$ cat src/i8080d_pkg.sv
// ----------------------------------------------------------------------------
// i8080d_pkg
// Shared types, codes and the opcode decode table of the 8080 opcode decoder.
// ----------------------------------------------------------------------------
package i8080d_pkg;

	localparam int OpcodeW = 8;
	localparam int ClassW  = 5;
	localparam int SubW    = 3;
	localparam int RegW    = 3;
	localparam int PairW   = 2;
	localparam int CostW   = 5;
	localparam int FaultW  = 2;
	localparam int InDataW  = 16;
	localparam int OutDataW = 32;

	localparam logic [ClassW-1:0] CLS_NOP     = 5'd0;
	localparam logic [ClassW-1:0] CLS_LXI     = 5'd1;
	localparam logic [ClassW-1:0] CLS_DAD     = 5'd2;
	localparam logic [ClassW-1:0] CLS_LHLD    = 5'd3;
	localparam logic [ClassW-1:0] CLS_LDA     = 5'd4;
	localparam logic [ClassW-1:0] CLS_LDAX    = 5'd5;
	localparam logic [ClassW-1:0] CLS_SHLD    = 5'd6;
	localparam logic [ClassW-1:0] CLS_STA     = 5'd7;
	localparam logic [ClassW-1:0] CLS_STAX    = 5'd8;
	localparam logic [ClassW-1:0] CLS_INX     = 5'd9;
	localparam logic [ClassW-1:0] CLS_DCX     = 5'd10;
	localparam logic [ClassW-1:0] CLS_INR     = 5'd11;
	localparam logic [ClassW-1:0] CLS_DCR     = 5'd12;
	localparam logic [ClassW-1:0] CLS_MVI     = 5'd13;
	localparam logic [ClassW-1:0] CLS_ROTATE  = 5'd14;
	localparam logic [ClassW-1:0] CLS_SPECIAL = 5'd15;
	localparam logic [ClassW-1:0] CLS_MOV     = 5'd16;
	localparam logic [ClassW-1:0] CLS_ALU_REG = 5'd17;
	localparam logic [ClassW-1:0] CLS_ALU_IMM = 5'd18;
	localparam logic [ClassW-1:0] CLS_PUSH    = 5'd19;
	localparam logic [ClassW-1:0] CLS_POP     = 5'd20;
	localparam logic [ClassW-1:0] CLS_JMP     = 5'd21;
	localparam logic [ClassW-1:0] CLS_RET     = 5'd22;
	localparam logic [ClassW-1:0] CLS_CALL    = 5'd23;
	localparam logic [ClassW-1:0] CLS_OUT     = 5'd24;
	localparam logic [ClassW-1:0] CLS_IN      = 5'd25;
	localparam logic [ClassW-1:0] CLS_XTHL    = 5'd26;
	localparam logic [ClassW-1:0] CLS_PCHL    = 5'd27;
	localparam logic [ClassW-1:0] CLS_XCHG    = 5'd28;
	localparam logic [ClassW-1:0] CLS_DI      = 5'd29;
	localparam logic [ClassW-1:0] CLS_EI      = 5'd30;
	localparam logic [ClassW-1:0] CLS_NONE    = 5'd31;

	localparam logic [FaultW-1:0] FAULT_NONE  = 2'd0;
	localparam logic [FaultW-1:0] FAULT_HALT  = 2'd1;
	localparam logic [FaultW-1:0] FAULT_UNIMP = 2'd2;

	localparam logic [RegW-1:0] REG_M = 3'd6;

	localparam logic [1:0] KIND_RET  = 2'd0;
	localparam logic [1:0] KIND_JMP  = 2'd1;
	localparam logic [1:0] KIND_CALL = 2'd2;

	localparam logic [OpcodeW-1:0] OP_HLT = 8'h76;

	typedef struct packed {
		logic [ClassW-1:0] cls;
		logic [SubW-1:0]   sub;
		logic [RegW-1:0]   dst;
		logic [RegW-1:0]   src;
		logic [PairW-1:0]  pair;
		logic [CostW-1:0]  cost_taken;
		logic [CostW-1:0]  cost_untaken;
		logic              is_cond;
		logic              uncond_taken;
		logic              may_skip;
		logic [1:0]        cond_sel;
		logic              cond_val;
		logic [FaultW-1:0] fault;
	} rom_entry_t;

	typedef struct packed {
		logic [ClassW-1:0] cls;
		logic [SubW-1:0]   sub;
		logic [RegW-1:0]   dst;
		logic [RegW-1:0]   src;
		logic [PairW-1:0]  pair;
		logic [CostW-1:0]  cost;
		logic              taken;
		logic              skip;
		logic [FaultW-1:0] fault;
	} result_t;

	typedef struct packed {
		logic sign;
		logic parity;
		logic carry;
		logic zero;
	} flags_t;

	function automatic rom_entry_t rom_data(input logic [OpcodeW-1:0] op);
		rom_entry_t e;
		logic [CostW-1:0] c;
		e = '0;
		c = '0;
		case (op[7:6])
			2'd0: begin
				if (op == 8'h00) begin
					e.cls = CLS_NOP; c = 5'd4;
				end else if (op[3:0] == 4'h1) begin
					e.cls = CLS_LXI; c = 5'd10; e.pair = op[5:4];
				end else if (op[3:0] == 4'h9) begin
					e.cls = CLS_DAD; c = 5'd10; e.pair = op[5:4];
				end else if (op[2:0] == 3'd2) begin
					if (op[5]) begin
						if (op[3]) e.cls = op[4] ? CLS_LDA : CLS_LHLD;
						else       e.cls = op[4] ? CLS_STA : CLS_SHLD;
						c = op[4] ? 5'd13 : 5'd16;
					end else begin
						e.cls  = op[3] ? CLS_LDAX : CLS_STAX;
						c      = 5'd7;
						e.pair = {1'b0, op[4]};
					end
				end else if (op[2:0] == 3'd3) begin
					e.cls = op[3] ? CLS_DCX : CLS_INX; c = 5'd5; e.pair = op[5:4];
				end else if (op[2:1] == 2'd2) begin
					e.cls = op[0] ? CLS_DCR : CLS_INR;
					c     = (op[5:3] == REG_M) ? 5'd10 : 5'd5;
					e.dst = op[5:3];
				end else if (op[2:0] == 3'd6) begin
					e.cls = CLS_MVI;
					c     = (op[5:3] == REG_M) ? 5'd10 : 5'd7;
					e.dst = op[5:3];
				end else if ((op & 8'h27) == 8'h07) begin
					e.cls = CLS_ROTATE; c = 5'd4; e.sub = {1'b0, op[4:3]};
				end else if ((op & 8'h27) == 8'h27) begin
					e.cls = CLS_SPECIAL; c = 5'd4; e.sub = {1'b0, op[4:3]};
				end else begin
					e.fault = FAULT_UNIMP;
				end
			end
			2'd1: begin
				if (op == OP_HLT) begin
					e.fault = FAULT_HALT;
				end else begin
					e.cls = CLS_MOV;
					e.dst = op[5:3];
					e.src = op[2:0];
					c = (op[5:3] == REG_M || op[2:0] == REG_M) ? 5'd7 : 5'd4;
				end
			end
			2'd2: begin
				e.cls = CLS_ALU_REG;
				e.sub = op[5:3];
				e.src = op[2:0];
				c = (op[2:0] == REG_M) ? 5'd7 : 5'd4;
			end
			default: begin
				if ((op & 8'h0B) == 8'h01) begin
					e.cls  = op[2] ? CLS_PUSH : CLS_POP;
					c      = op[2] ? 5'd11 : 5'd10;
					e.pair = op[5:4];
				end else if (op[2:0] == 3'd6) begin
					e.cls = CLS_ALU_IMM; c = 5'd7; e.sub = op[5:3];
				end else if (op[5:0] == 6'h03) begin
					e.cls = CLS_JMP; c = 5'd10; e.uncond_taken = 1'b1;
				end else if (op[5:0] == 6'h09) begin
					e.cls = CLS_RET; c = 5'd10; e.uncond_taken = 1'b1;
				end else if (op[5:0] == 6'h0D) begin
					e.cls = CLS_CALL; c = 5'd17; e.uncond_taken = 1'b1;
				end else if (op[5:0] == 6'h13) begin
					e.cls = CLS_OUT; c = 5'd10;
				end else if (op[5:0] == 6'h1B) begin
					e.cls = CLS_IN; c = 5'd10;
				end else if (op[5:0] == 6'h23) begin
					e.cls = CLS_XTHL; c = 5'd18;
				end else if (op[5:0] == 6'h29) begin
					e.cls = CLS_PCHL; c = 5'd5; e.uncond_taken = 1'b1;
				end else if (op[5:0] == 6'h2B) begin
					e.cls = CLS_XCHG; c = 5'd4;
				end else if (op[5:0] == 6'h33) begin
					e.cls = CLS_DI; c = 5'd4;
				end else if (op[5:0] == 6'h3B) begin
					e.cls = CLS_EI; c = 5'd4;
				end else if (!op[0] && op[2:1] != 2'd3) begin
					e.is_cond  = 1'b1;
					e.cond_sel = op[5:4];
					e.cond_val = op[3];
					case (op[2:1])
						KIND_RET: begin
							e.cls = CLS_RET; c = 5'd11; e.cost_untaken = 5'd5;
						end
						KIND_CALL: begin
							e.cls = CLS_CALL; c = 5'd17; e.cost_untaken = 5'd11;
							e.may_skip = 1'b1;
						end
						default: begin
							e.cls = CLS_JMP; c = 5'd10; e.cost_untaken = 5'd10;
							e.may_skip = 1'b1;
						end
					endcase
				end else begin
					e.fault = FAULT_UNIMP;
				end
			end
		endcase
		e.cost_taken = c;
		if (!e.is_cond) e.cost_untaken = c;
		if (e.fault != FAULT_NONE) begin
			e       = '0;
			e.fault = (op == OP_HLT) ? FAULT_HALT : FAULT_UNIMP;
			e.cls   = CLS_NONE;
		end
		return e;
	endfunction

endpackage

$ cat src/i8080_opcode_decoder.sv
// ----------------------------------------------------------------------------
// i8080_opcode_decoder
// 8080 opcode decoder: class, operands, cycle cost, branch outcome and faults.
// ----------------------------------------------------------------------------
// Takes one opcode word per clock and returns one result word per opcode: the
// opcode addresses the decode ROM, whose output is registered; then the zero,
// carry, parity and sign flags are applied and the result loads the output
// register. The ROM read port and the output register set the rate of one word
// per cycle; back-pressure on the output stalls both stages.
module i8080_opcode_decoder (
	input  logic        clk,
	input  logic        arst_n,
	input  logic        s_axis_tvalid,
	output logic        s_axis_tready,
	// [7:0] opcode_byte, [8] zero_flag, [9] carry_flag, [10] parity_flag,
	// [11] sign_flag, [15:12] zero
	input  logic [15:0] s_axis_tdata,
	output logic        m_axis_tvalid,
	input  logic        m_axis_tready,
	// [4:0] op_class, [7:5] sub_op, [10:8] dest_code, [13:11] src_code,
	// [15:14] pair_code, [20:16] cycle_cost, [21] branch_taken,
	// [22] skip_operand, [24:23] fault_code, [31:25] zero
	output logic [31:0] m_axis_tdata
);
	import i8080d_pkg::*;

	logic       valid_s1;
	flags_t     flags_s1;
	rom_entry_t entry_s1;
	result_t    res_comb;
	result_t    res_q;
	logic       out_valid_q;
	logic       s1_adv;
	logic       in_acc;

	assign s1_adv        = !out_valid_q || m_axis_tready;
	assign s_axis_tready = !valid_s1 || s1_adv;
	assign in_acc        = s_axis_tvalid && s_axis_tready;

	i8080d_rom u_rom (
		.clk     (clk),
		.rd_en   (in_acc),
		.rd_addr (s_axis_tdata[OpcodeW-1:0]),
		.rd_data (entry_s1)
	);

	i8080d_resolve u_resolve (
		.entry  (entry_s1),
		.flags  (flags_s1),
		.result (res_comb)
	);

	always_ff @(posedge clk) begin
		if (in_acc) begin
			flags_s1.zero   <= s_axis_tdata[8];
			flags_s1.carry  <= s_axis_tdata[9];
			flags_s1.parity <= s_axis_tdata[10];
			flags_s1.sign   <= s_axis_tdata[11];
		end
		if (valid_s1 && s1_adv) res_q <= res_comb;
	end

	always_ff @(posedge clk or negedge arst_n) begin
		if (!arst_n) begin
			valid_s1    <= 1'b0;
			out_valid_q <= 1'b0;
		end else begin
			if (s_axis_tready) valid_s1 <= s_axis_tvalid;
			if (s1_adv) out_valid_q <= valid_s1;
		end
	end

	assign m_axis_tvalid = out_valid_q;
	assign m_axis_tdata  = {7'd0, res_q.fault, res_q.skip, res_q.taken, res_q.cost,
		res_q.pair, res_q.src, res_q.dst, res_q.sub, res_q.cls};

endmodule

$ cat src/i8080d_rom.sv
// ----------------------------------------------------------------------------
// i8080d_rom
// Synchronous decode ROM indexed by opcode, with registered read data.
// ----------------------------------------------------------------------------
module i8080d_rom (
	input  logic                              clk,
	input  logic                              rd_en,
	input  logic [i8080d_pkg::OpcodeW-1:0]    rd_addr,
	output i8080d_pkg::rom_entry_t            rd_data
);
	import i8080d_pkg::*;

	rom_entry_t data_q;

	always_ff @(posedge clk) begin
		if (rd_en) data_q <= rom_data(rd_addr);
	end

	assign rd_data = data_q;

endmodule

$ cat src/i8080d_resolve.sv
// ----------------------------------------------------------------------------
// i8080d_resolve
// Apply the condition flags to a decode entry and form the result word.
// ----------------------------------------------------------------------------
module i8080d_resolve (
	input  i8080d_pkg::rom_entry_t entry,
	input  i8080d_pkg::flags_t     flags,
	output i8080d_pkg::result_t    result
);
	import i8080d_pkg::*;

	logic flag_sel;
	logic ok;

	always_comb begin
		case (entry.cond_sel)
			2'd0:    flag_sel = flags.zero;
			2'd1:    flag_sel = flags.carry;
			2'd2:    flag_sel = flags.parity;
			default: flag_sel = flags.sign;
		endcase
		ok = (flag_sel == entry.cond_val);
		result.cls   = entry.cls;
		result.sub   = entry.sub;
		result.dst   = entry.dst;
		result.src   = entry.src;
		result.pair  = entry.pair;
		result.cost  = (ok || !entry.is_cond) ? entry.cost_taken : entry.cost_untaken;
		result.taken = entry.uncond_taken | (entry.is_cond & ok);
		result.skip  = entry.may_skip & entry.is_cond & ~ok;
		result.fault = entry.fault;
	end

endmodule

$ cat config.mk
export PLATFORM = sky130hd
export DESIGN_NAME = i8080_opcode_decoder
export DESIGN_NICKNAME = d
export VERILOG_FILES = /design/src/i8080d_pkg.sv /design/src/i8080_opcode_decoder.sv /design/src/i8080d_rom.sv /design/src/i8080d_resolve.sv
export SDC_FILE = /design/constraint.sdc
export NUM_CORES = 1
export LEC_CHECK = 0
export BUFFER_PORTS_ARGS = -buffer_cell sky130_fd_sc_hd__buf_2
export CELL_PAD_IN_SITES_DETAIL_PLACEMENT = 2
export CELL_PAD_IN_SITES_GLOBAL_PLACEMENT = 2
export CORE_MARGIN = 3
export CORE_UTILIZATION = 37
export DETAILED_ROUTE_END_ITERATION = 6
export PLACE_DENSITY = 0.88
export SLEW_MARGIN = 40
export SYNTH_ARGS = -nofsm -noshare
export SYNTH_HDL_FRONTEND = slang
export SYNTH_SLANG_ARGS = --single-unit
$ cat constraint.sdc
create_clock -name clk -period 2.2 [get_ports clk]
set_input_delay 0.33 -clock clk [delete_from_list [all_inputs] [get_ports clk]]
set_output_delay 0.33 -clock clk [all_outputs]
set_load 0.01 [all_outputs]
-- Word-level counts from Yosys, hierarchy flattened
Index checks and enable logic that the tools add are counted.
- output and inout port bits: 34
- bits of input ports: 20
- logic and storage cells: 212
- register bits: 65
- eq/ne operators: 27
- multiplexer cells: 134
- bitwise logic cells: 5
- reduce and logical (&&, ||, !) cells: 18
- operators by type and width (kind ; number):
    5-bit 2-to-1 mux ; 48
    6-bit 2-to-1 mux ; 21
    13-bit 2-to-1 mux ; 5
    2-bit 2-to-1 mux ; 22
    6-bit == test, second input constant ; 5
    3-bit 2-to-1 mux ; 10
    5-bit one-hot mux with 3 select lines ; 2
    11-bit 2-to-1 mux ; 2
    4-bit 2-to-1 mux ; 4
    6-bit by 4-bit == test with 1-bit output, second input constant ; 2
    6-bit by 5-bit == test with 1-bit output, second input constant ; 2
    3-bit one-hot mux with 2 select lines ; 2
    5-bit one-hot mux with 2 select lines ; 1
    1-bit 2-to-1 mux ; 9
    3-bit one-hot mux with 3 select lines ; 1
    4-bit == test, second input constant ; 2
    8-bit by 7-bit == test with 1-bit output, second input constant ; 1
    8-bit zero test ; 1
    8-bit 2-to-1 mux ; 1
    2-bit one-hot mux with 2 select lines ; 2
    4-bit one-hot mux with 2 select lines ; 1
    7-bit 2-to-1 mux ; 1
    2-bit == test, second input constant ; 3
    3-bit by 2-bit == test with 1-bit output, second input constant ; 2
    other kinds (20) ; 34

-- Longest topological paths before layout
Gate-level depths: netlist (run 1).
- depth after elaboration: 19
- gate-level depth with buffers: 8
- mapped depth without buffers: 7

-- Cells and area by module
Synthesis (run 1) repeated with hierarchy kept, for this count alone.
- cells, all modules: 332
- area, all modules: 3674.8 sq um
- modules (own cells, without submodules) (module ; times used ; area each (sq um) ; cells each ; sequential area each (sq um)):
    i8080d_rom ; 1 ; 2346.0 ; 253 ; 1021.0
    i8080_opcode_decoder ; 1 ; 1031.0 ; 45 ; 920.9
    i8080d_resolve ; 1 ; 297.8 ; 34 ; 0.0

-- Least setup slack after synthesis (run 1)
Ideal clock, no wire load.
- kind: register -> register
- start point: register out_valid_q (netlist: m_axis_tvalid)
- end point: register flags_s1[0] (netlist bit), enable pin
- stages on the path, launching flop included: 3
- data required time: 1.801 ns
- path slack: 0.246 ns
- setup time: 0.399 ns
- data arrival time: 1.555 ns
- buffers on the path: 0
- period minus slack after synthesis: 1.954 ns
- cell sequence: dfrtp_1 -> nand3b_1 -> and2_1
- longest elaborated chain between the ends: 4
- ends and longest elaborated chain (what ; line ; source):
    from (decl) ; i8080_opcode_decoder.sv:32 ; logic out_valid_q;
    from (signal assigned) ; i8080_opcode_decoder.sv:69 ; if (s1_adv) out_valid_q <= valid_s1;
    1-bit zero test ; i8080_opcode_decoder.sv:36 ; assign s1_adv = !out_valid_q || m_axis_tready;
    1-bit logical OR ; i8080_opcode_decoder.sv:36 ;
    1-bit logical OR ; i8080_opcode_decoder.sv:37 ; assign s_axis_tready = !valid_s1 || s1_adv;
    via s_axis_tready ; i8080_opcode_decoder.sv:14 ; output logic s_axis_tready,
    1-bit logical AND ; i8080_opcode_decoder.sv:38 ; assign in_acc = s_axis_tvalid && s_axis_tready;
    via in_acc ; i8080_opcode_decoder.sv:34 ; logic in_acc;
    to (decl) ; i8080_opcode_decoder.sv:28 ; flags_t flags_s1;
The timed path passes the listed nets, and every way through them passes these cells.
A chain may end at the register's enable or synchronous reset.

-- Worst setup path in the final report (run 1)
- start point: input port s_axis_tdata[4]
- end point: register u_rom.data_q (netlist bit u_rom.rd_data[10]) (data pin)
- longest elaborated chain between the ends: 16
- elaborated cells between the ends (all ways): 65
- those cells by class: eq/ne: 12; mux: 51; reduce/logical: 2
- ends and longest elaborated chain (what ; line ; source):
    from (decl) ; i8080_opcode_decoder.sv:17 ; input logic [15:0] s_axis_tdata,
    6-bit == test ; i8080d_pkg.sv:179 ; end else if (op[5:0] == 6'h3B) begin
    6-bit 2-to-1 mux ; i8080d_pkg.sv:179 ;
    6-bit 2-to-1 mux ; i8080d_pkg.sv:177 ; end else if (op[5:0] == 6'h33) begin
    6-bit 2-to-1 mux ; i8080d_pkg.sv:175 ; end else if (op[5:0] == 6'h2B) begin
    6-bit 2-to-1 mux ; i8080d_pkg.sv:173 ; end else if (op[5:0] == 6'h29) begin
    13-bit 2-to-1 mux ; i8080d_pkg.sv:171 ; end else if (op[5:0] == 6'h23) begin
    13-bit 2-to-1 mux ; i8080d_pkg.sv:169 ; end else if (op[5:0] == 6'h1B) begin
    13-bit 2-to-1 mux ; i8080d_pkg.sv:167 ; end else if (op[5:0] == 6'h13) begin
    6-bit 2-to-1 mux ; i8080d_pkg.sv:165 ; end else if (op[5:0] == 6'h0D) begin
    6-bit 2-to-1 mux ; i8080d_pkg.sv:163 ; end else if (op[5:0] == 6'h09) begin
    6-bit 2-to-1 mux ; i8080d_pkg.sv:161 ; end else if (op[5:0] == 6'h03) begin
    13-bit 2-to-1 mux ; i8080d_pkg.sv:159 ; end else if (op[2:0] == 3'd6) begin
    13-bit 2-to-1 mux ; i8080d_pkg.sv:155 ; if ((op & 8'h0B) == 8'h01) begin
    2-bit one-hot mux with 3 select lines or 11-bit 2-to-1 mux (tied branches) ; i8080d_pkg.sv:102 ; case (op[7:6])
    2-bit 2-to-1 mux or 11-bit 2-to-1 mux (tied branches) ; i8080d_rom.sv:16 ; if (rd_en) data_q <= rom_data(rd_addr);
    2-bit nonzero test or 5-bit 2-to-1 mux (tied branches) ; i8080d_pkg.sv:205, i8080d_pkg.sv:204 ;
    to (signal assigned) ; i8080d_rom.sv:16 ;
    to (decl) ; i8080d_rom.sv:13 ; rom_entry_t data_q;
Several ways; a longest one is shown, not always the timed one. The select of a mux whose other input is x is not followed.

==> impl_metrics.tcl, run 1 <==
set metrics [dict create \
    fin_setup_tns_ps 0 \
    slew_violations 0 \
    syn_to_final_growth_pct 21.5 \
    final_nets 397 \
    fin_util 0.471 \
    hold_class "input pin to register" \
    synthArstFlopShare 0.0308 \
    regArea_sq_um 1940 \
    cts_sinks 65 \
    crit_required_ps 2390 \
    std_cell_rows 34 \
    grt_start_max_net_pins 39 \
    yosysUniqueCellTypes 68 \
    crit_buf_inv 2 \
    critPathKind "input pin to register" \
    ant_nets 0 \
    drc_errors 0 \
    ioPinCount 54 \
    io_buffers 42 \
    avgRoutedWirePerCell_microns 22.6 \
    initial_utilization 0.388 \
    max_cap_viol_count 0 \
    grt_pass1_vias 2959 \
    hold_viol_final 0 \
    path_cells "buf_2, or3_1, and4_4, o32ai_2, buf_4, o21a_1, or2_1" \
    relSlewSlack 0.450 \
    firstDrtPassIters 4 \
    cts_made_buffers 9 \
    grt_usage 0.213 \
    yosys_most_used_dff "edfxtp_1" \
    power_frac_seq 0.476 \
    chipHeight_microns 103 \
    tightest_slew_ps 825 \
    cp_top_family "compound AO/OA/AOI/OAI gates" \
    multi_input_area_sq_um 1340 \
    seq_area_frac_synth 0.564 \
    grt_overflow_total 0 \
    setup_viol 0 \
    antennaDiodeCount 0 \
    totalWireLength_microns 10900 \
    power_leakage_uw 0.00166 \
    synth_enable_flop_cells 63 \
    ir_worst_vdd_uv 287 \
    placed_cells 466 \
    root_buffer "clkbuf_8" \
    die_w_microns 103 \
    synthCells 300 \
    yosys_warnings 0 \
    drive_above_1_share 0.312 \
    grt_pass1_wl_microns 16500 \
    die_area_sq_um 10500 \
    combPwrFrac 0.155 \
    n_fill_cell 879 \
    dp_hpwl_microns 7490 \
    vias 2732 \
    cts_tree "done" \
    cp_slowest_cell "o32ai_2" \
    finalCriticalPeriod_ps 2170 \
    clk_pin_slew_ps 80 \
    layout.cells.non_filler 483 \
    syn_area_sq_um 3450 \
    coreArea_sq_um 8890 \
    internal_power_uw 2310 \
    critical_path.endpoint_type "register" \
    yosys_register_bits 65 \
    viasPerCell 5.66 \
    power_frac_clock 0.369 \
    fin_crit_sh 0.987 \
    syn_avg_cell_area_sq_um 11.5 \
    critical_path.max_stage_delay_ps 680 \
    cp_max_fo 10 \
    p_sw_uw 860 \
    fin_skew_ps 11.0 \
    status "finished clean" \
    cp-start-kind "input pin" \
    drtIter0Drc 217 \
    antenna_found_initial 0 \
    hold_ws_ps 167 \
    powerDensity_nw_per_um2 758 \
    worst_ep_arrival_time_ps 2360 \
    gp_congestion 0.873 \
    rsz0062_at_grt "no" \
    netSwitchingFraction 0.271 \
    h-tree-depth 3 \
    fmax_mhz 461 \
    clock_latency_ps 350 \
    total_power_uw 3170 \
    clock_path_buffers 2 \
]
flip-flops by register name (all words and copies together), names as in the netlist:
name	count
m_axis_tvalid	1
u_rom.rd_data	34
flags_s1	4
m_axis_tdata	25
valid_s1	1
metal layers:
| metal | share of wire | global-route usage |
|---|---|---|
| met2 | 0.51 | 0.369 |
| met3 | 0.049 | 0.0392 |
| met5 | 0 | 0 |
| met4 | 0.039 | 0.111 |
| met1 | 0.40 | 0.252 |
power by group through the flow:
stage | Sequential, uW | Combinational, uW | Clock [uW]
floorplan | 1550 | 263 | 0
global placement | 1520 | 448 | 0
detailed placement | 1540 | 479 | 0
CTS | 1510 | 494 | 1190
global route | 1520 | 537 | 1230
finish | 1510 | 493 | 1170
cells in the final DEF, fill, tap and decap left out, types with 2 or more instances in the layout:
cell        Yosys  final
buf_4           9     36
nand3b_1        2      2
o22ai_1         4      4
inv_6           0      2
nor3b_1         2      2
nor3_1          3      3
clkinvlp_4      0      2
o211ai_1        7      7
nor2b_1         7      7
clkbuf_8        0      9
inv_1           9      9
o221a_2         2      2
ha_1            7      7
and2_1          6      6
or3_1           3      3
nand3_1         6      6
a31oi_1         5      5
edfxtp_1       63     63
nand2b_1       11     11
a21oi_1        17     17
or3b_1          2      2
o21ai_0        14     14
o221ai_1        2      2
and3_1          6      6
bufinv_16       0      2
buf_2           9     42
or2_2           3      3
dfrtp_1         2      2
mux2i_1         2      2
o22a_1          2      2
nand2_1        22     22
nor2_1         21     21
a21oi_2         2      2
nor4_1          2      2
mux2_2          5      5
conb_1          1      7
kinds of logic (layout without fill, tap and decap cells):
logic type                 after synthesis  count (layout)  synth area share
muxes                                    8               8            0.0287
other                                    1               7           0.00109
buffers and inverters                   37             106            0.0556
xor gates and xnor gates                 2               2           0.00508
and+or+nand+nor                        107             107             0.173
AOI/OAI and AO/OA                       73              73             0.148
DFF                                     65              65             0.564
adders and majority gates                7               7            0.0254
final timing paths:
path                                         from                 to  slack [ps]  depth (start not counted)
min in group asynchronous                  arst_n      m_axis_tvalid         310                          2
worst min-delay path              s_axis_tdata[8]        flags_s1[0]         170                          1
worst max register to register   u_rom.rd_data[3]   m_axis_tdata[17]         220                          4
max in group asynchronous                  arst_n           valid_s1        1790                          2
worst max-delay path              s_axis_tdata[4]  u_rom.rd_data[10]          30                          7
worst min register to register  u_rom.rd_data[25]   m_axis_tdata[10]         420                          0
synth_stat cells (2+ instances only):
library cell  instances  area share
o211ai_1              7       0.015
buf_4                 9       0.020
o22ai_1               4      0.0073
buf_1                 3      0.0033
nand2_1              22       0.024
a21oi_1              17       0.025
inv_1                 9      0.0098
o221ai_1              2      0.0051
o21ai_0              14       0.020
and3_1                6       0.011
o221a_2               2      0.0065
dfrtp_1               2       0.015
ha_1                  7       0.025
edfxtp_1             63        0.55
or2_2                 3      0.0054
mux2_2                5       0.016
a21oi_2               2      0.0051
nor2_1               21       0.023
nor3_1                3      0.0044
buf_2                 9       0.013
nand3_1               6      0.0087
or3_1                 3      0.0054
and2_1                6       0.011
nand3b_1              2      0.0044
nor4_1                2      0.0036
nand2b_1             11       0.020
nor3b_1               2      0.0044
clkbuf_1              5      0.0054
o22a_1                2      0.0051
or3b_1                2      0.0051
nor2b_1               7       0.013
mux2i_1               2      0.0058
a31oi_1               5      0.0091
timing repair:
| action | 4_1_cts | 5_1_grt |
|---|---|---|
| setup buffers | 0 | 0 |
| hold buffers | 1 | 0 |
| hold endpoints to repair | 2 | 0 |
| resized for setup | 0 | 0 |
metrics by stage:
step / cell area [sq um] / setup WS [ps]
3_3_place_gp: 3950 / -128
2_1_floorplan: 3470 / 246
3_5_place_dp: 3950 / -317
5_1_grt: 4190 / 13.0
6_report: 4190 / 28.9
4_1_cts: 4190 / 53.7
layout make-up:
type	count	share of cell area
clock inverters	7	0.0242
well taps	108	0.0323
repair buffers	80	0.122
multi-input cells	204	0.319
clock buffers	9	0.0296
inverters	10	0.00897
flip-flops and latches	65	0.464
worst reg2reg max path: stages, from the launching register on:
cell      delay, ps
edfxtp_1        350
mux4_2          520
xor2_1          280
nand2_1         240
mux2_2          350
(Power assumes the default switching activity.)
==> inputs of run 2 (changes only) <==
--- a/config.mk
+++ b/config.mk
@@ -8,9 +8,11 @@
 export BUFFER_PORTS_ARGS = -buffer_cell sky130_fd_sc_hd__buf_2
 export CELL_PAD_IN_SITES_DETAIL_PLACEMENT = 2
 export CELL_PAD_IN_SITES_GLOBAL_PLACEMENT = 2
+export CORE_ASPECT_RATIO = 1.25
 export CORE_MARGIN = 3
 export CORE_UTILIZATION = 37
 export DETAILED_ROUTE_END_ITERATION = 6
+export GPL_TIMING_DRIVEN = 0
 export PLACE_DENSITY = 0.88
 export SLEW_MARGIN = 40
 export SYNTH_ARGS = -nofsm -noshare
==> impl_metrics.tcl, run 2 (synthesis results as in run 1) <==
set metrics [dict create \
    largest_register_ffs 34 \
    path_cells "buf_2, inv_1, ha_1, clkbuf_1, nand2b_1, a21oi_1, o21ai_0, o2111ai_1" \
    syn_to_final_growth_pct 17.5 \
    antennaDiodeCount 0 \
    io_buffers 42 \
    critical_path.max_stage_delay_ps 430 \
    cts_made_buffers 9 \
    layout_setup_ws_ps 87.7 \
    clk_pin_slew_ps 70 \
    grt_overflow_total 0 \
    initial_utilization 0.388 \
    cp_max_fo 10 \
    powerDensity_nw_per_um2 739 \
    final_nets 388 \
    avgRoutedWirePerCell_microns 26.3 \
    antenna_found_initial 0 \
    internal_power_uw 2170 \
    fmax_mhz 473 \
    cts_setup_buffers 0 \
    cts_tree "done" \
    cp-startpoint "s_axis_tdata[6]" \
    grt_start_max_net_pins 29 \
    max_cap_viol_count 0 \
    ioPinCount 54 \
    coreArea_sq_um 8890 \
    firstDrtPassIters 4 \
    grt_pass1_wl_microns 19500 \
    critical_path.endpoint_type "register" \
    chipHeight_microns 114 \
    clock_path_buffers 2 \
    multi_input_area_sq_um 1340 \
    crit_required_ps 2370 \
    power_frac_clock 0.326 \
    regToRegStartpoint "u_rom.rd_data[3]" \
    worst_ep_arrival_time_ps 2280 \
    place_area_sq_um 3860 \
    rsz0062_at_grt "no" \
    viasPerCell 5.78 \
    fin_util 0.456 \
    place_ws_ps -223 \
    design_area_sq_um 4050 \
    hold_class "input pin to register" \
    fin_skew_ps 10.1 \
    drtIter0Drc 293 \
    p_sw_uw 823 \
    combPwrFrac 0.166 \
    power_leakage_uw 0.00158 \
    cts_sinks 65 \
    die_area_sq_um 10500 \
    grt_pass1_vias 3136 \
    die_w_microns 92.3 \
    finalCriticalPeriod_ps 2110 \
    fin_setup_tns_ps 0 \
    relSlewSlack 0.501 \
    h-tree-depth 3 \
    hold_viol_final 0 \
    drive_above_1_share 0.273 \
    critPathKind "input pin to register" \
    grt_usage 0.254 \
    setup_viol 0 \
    ir_worst_vdd_uv 253 \
    cp-start-kind "input pin" \
    power_frac_seq 0.508 \
    n_fill_cell 917 \
    dp_hpwl_microns 9300 \
    fin_crit_sh 0.960 \
    cp_slowest_cell "clkbuf_1" \
    tightest_slew_ps 743 \
    final_cell_mix "edfxtp_1 (63), buf_2 (51), nand2_1 (22)" \
    status "finished clean" \
    clock_latency_ps 360 \
    regArea_sq_um 1940 \
    gp_congestion 0.929 \
    drc_errors 0 \
    slew_violations 0 \
    totalWireLength_microns 12800 \
    std_cell_rows 38 \
    netSwitchingFraction 0.275 \
    ant_nets 0 \
    vias 2811 \
    total_power_uw 2990 \
    root_buffer "clkbuf_8" \
    layout_commonest_cell "edfxtp_1" \
    hp-start "s_axis_tdata[11]" \
]
-- run 2: changes by cell type in the layout (fill, tap and decap cells not counted), moves of 2 or more --
cell / delta
buf_4: -27
buf_2: +9
clkbuf_1: +7
and2_1: -2
and2_2: +2
buf_1: +2
clkbuf_2: +2
clkinv_2: +2
clkinvlp_4: -2
inv_6: -2
-- run 2: critical path: cells and delay by family --
| family | cells | cell delay (ps) |
|---|---|---|
| adders and majority gates | 1 | 140 |
| buffers and inverters | 3 | 630 |
| and+or+nand+nor | 1 | 320 |
| AOI/OAI and AO/OA | 3 | 840 |
-- run 2: final cells by class --
| cell class | instances | share of cell area |
|---|---|---|
| Sequential cell | 65 | 0.479 |
| Multi-Input combinational cell | 204 | 0.330 |
| Timing Repair Buffer | 44 | 0.0612 |
| Buffer | 27 | 0.0386 |
| Tap cell | 120 | 0.0371 |
| Clock buffer | 12 | 0.0334 |
| Clock inverter | 4 | 0.0108 |
| Inverter | 10 | 0.00927 |
-- run 2: timing repair --
item	CTS	global route
hold buffers	1	0
hold endpoints to repair	2	0
resized for setup	0	3
endpoints found under the setup margin	0	3
-- run 2: power groups by stage --
stage | clock network, uW | logic, uW | registers [uW]
floorplan | 0 | 263 | 1550
global placement | 0 | 433 | 1530
detailed placement | 0 | 479 | 1540
CTS | 985 | 490 | 1520
global route | 1060 | 533 | 1530
finish | 977 | 496 | 1520
-- run 2: worst paths after layout --
kind,cells past startpoint,slack (ps),end
hold reg to reg,0,420,m_axis_tdata[15]
min in group asynchronous,2,320,valid_s1
setup reg to reg,4,190,m_axis_tdata[16]
setup / recovery,8,90,u_rom.rd_data[29]
hold / removal,1,170,flags_s1[3]
max in group asynchronous,2,1770,m_axis_tvalid
-- run 2: per-stage QoR --
stage                     instances  hold slack [ps]
after detailed placement        469              125
after floorplan                 306             34.4
after global routing            486              149
after CTS                       486              161
after global placement          468              115
final                           486              168
-- run 2: routing by layer --
layer	vias up	GRT usage	wire [microns]
li1	1227	-	-
met1	1406	0.286	4840
met2	130	0.452	6630
met3	48	0.0435	640
met4	0	0.147	666
met5	-	0	0
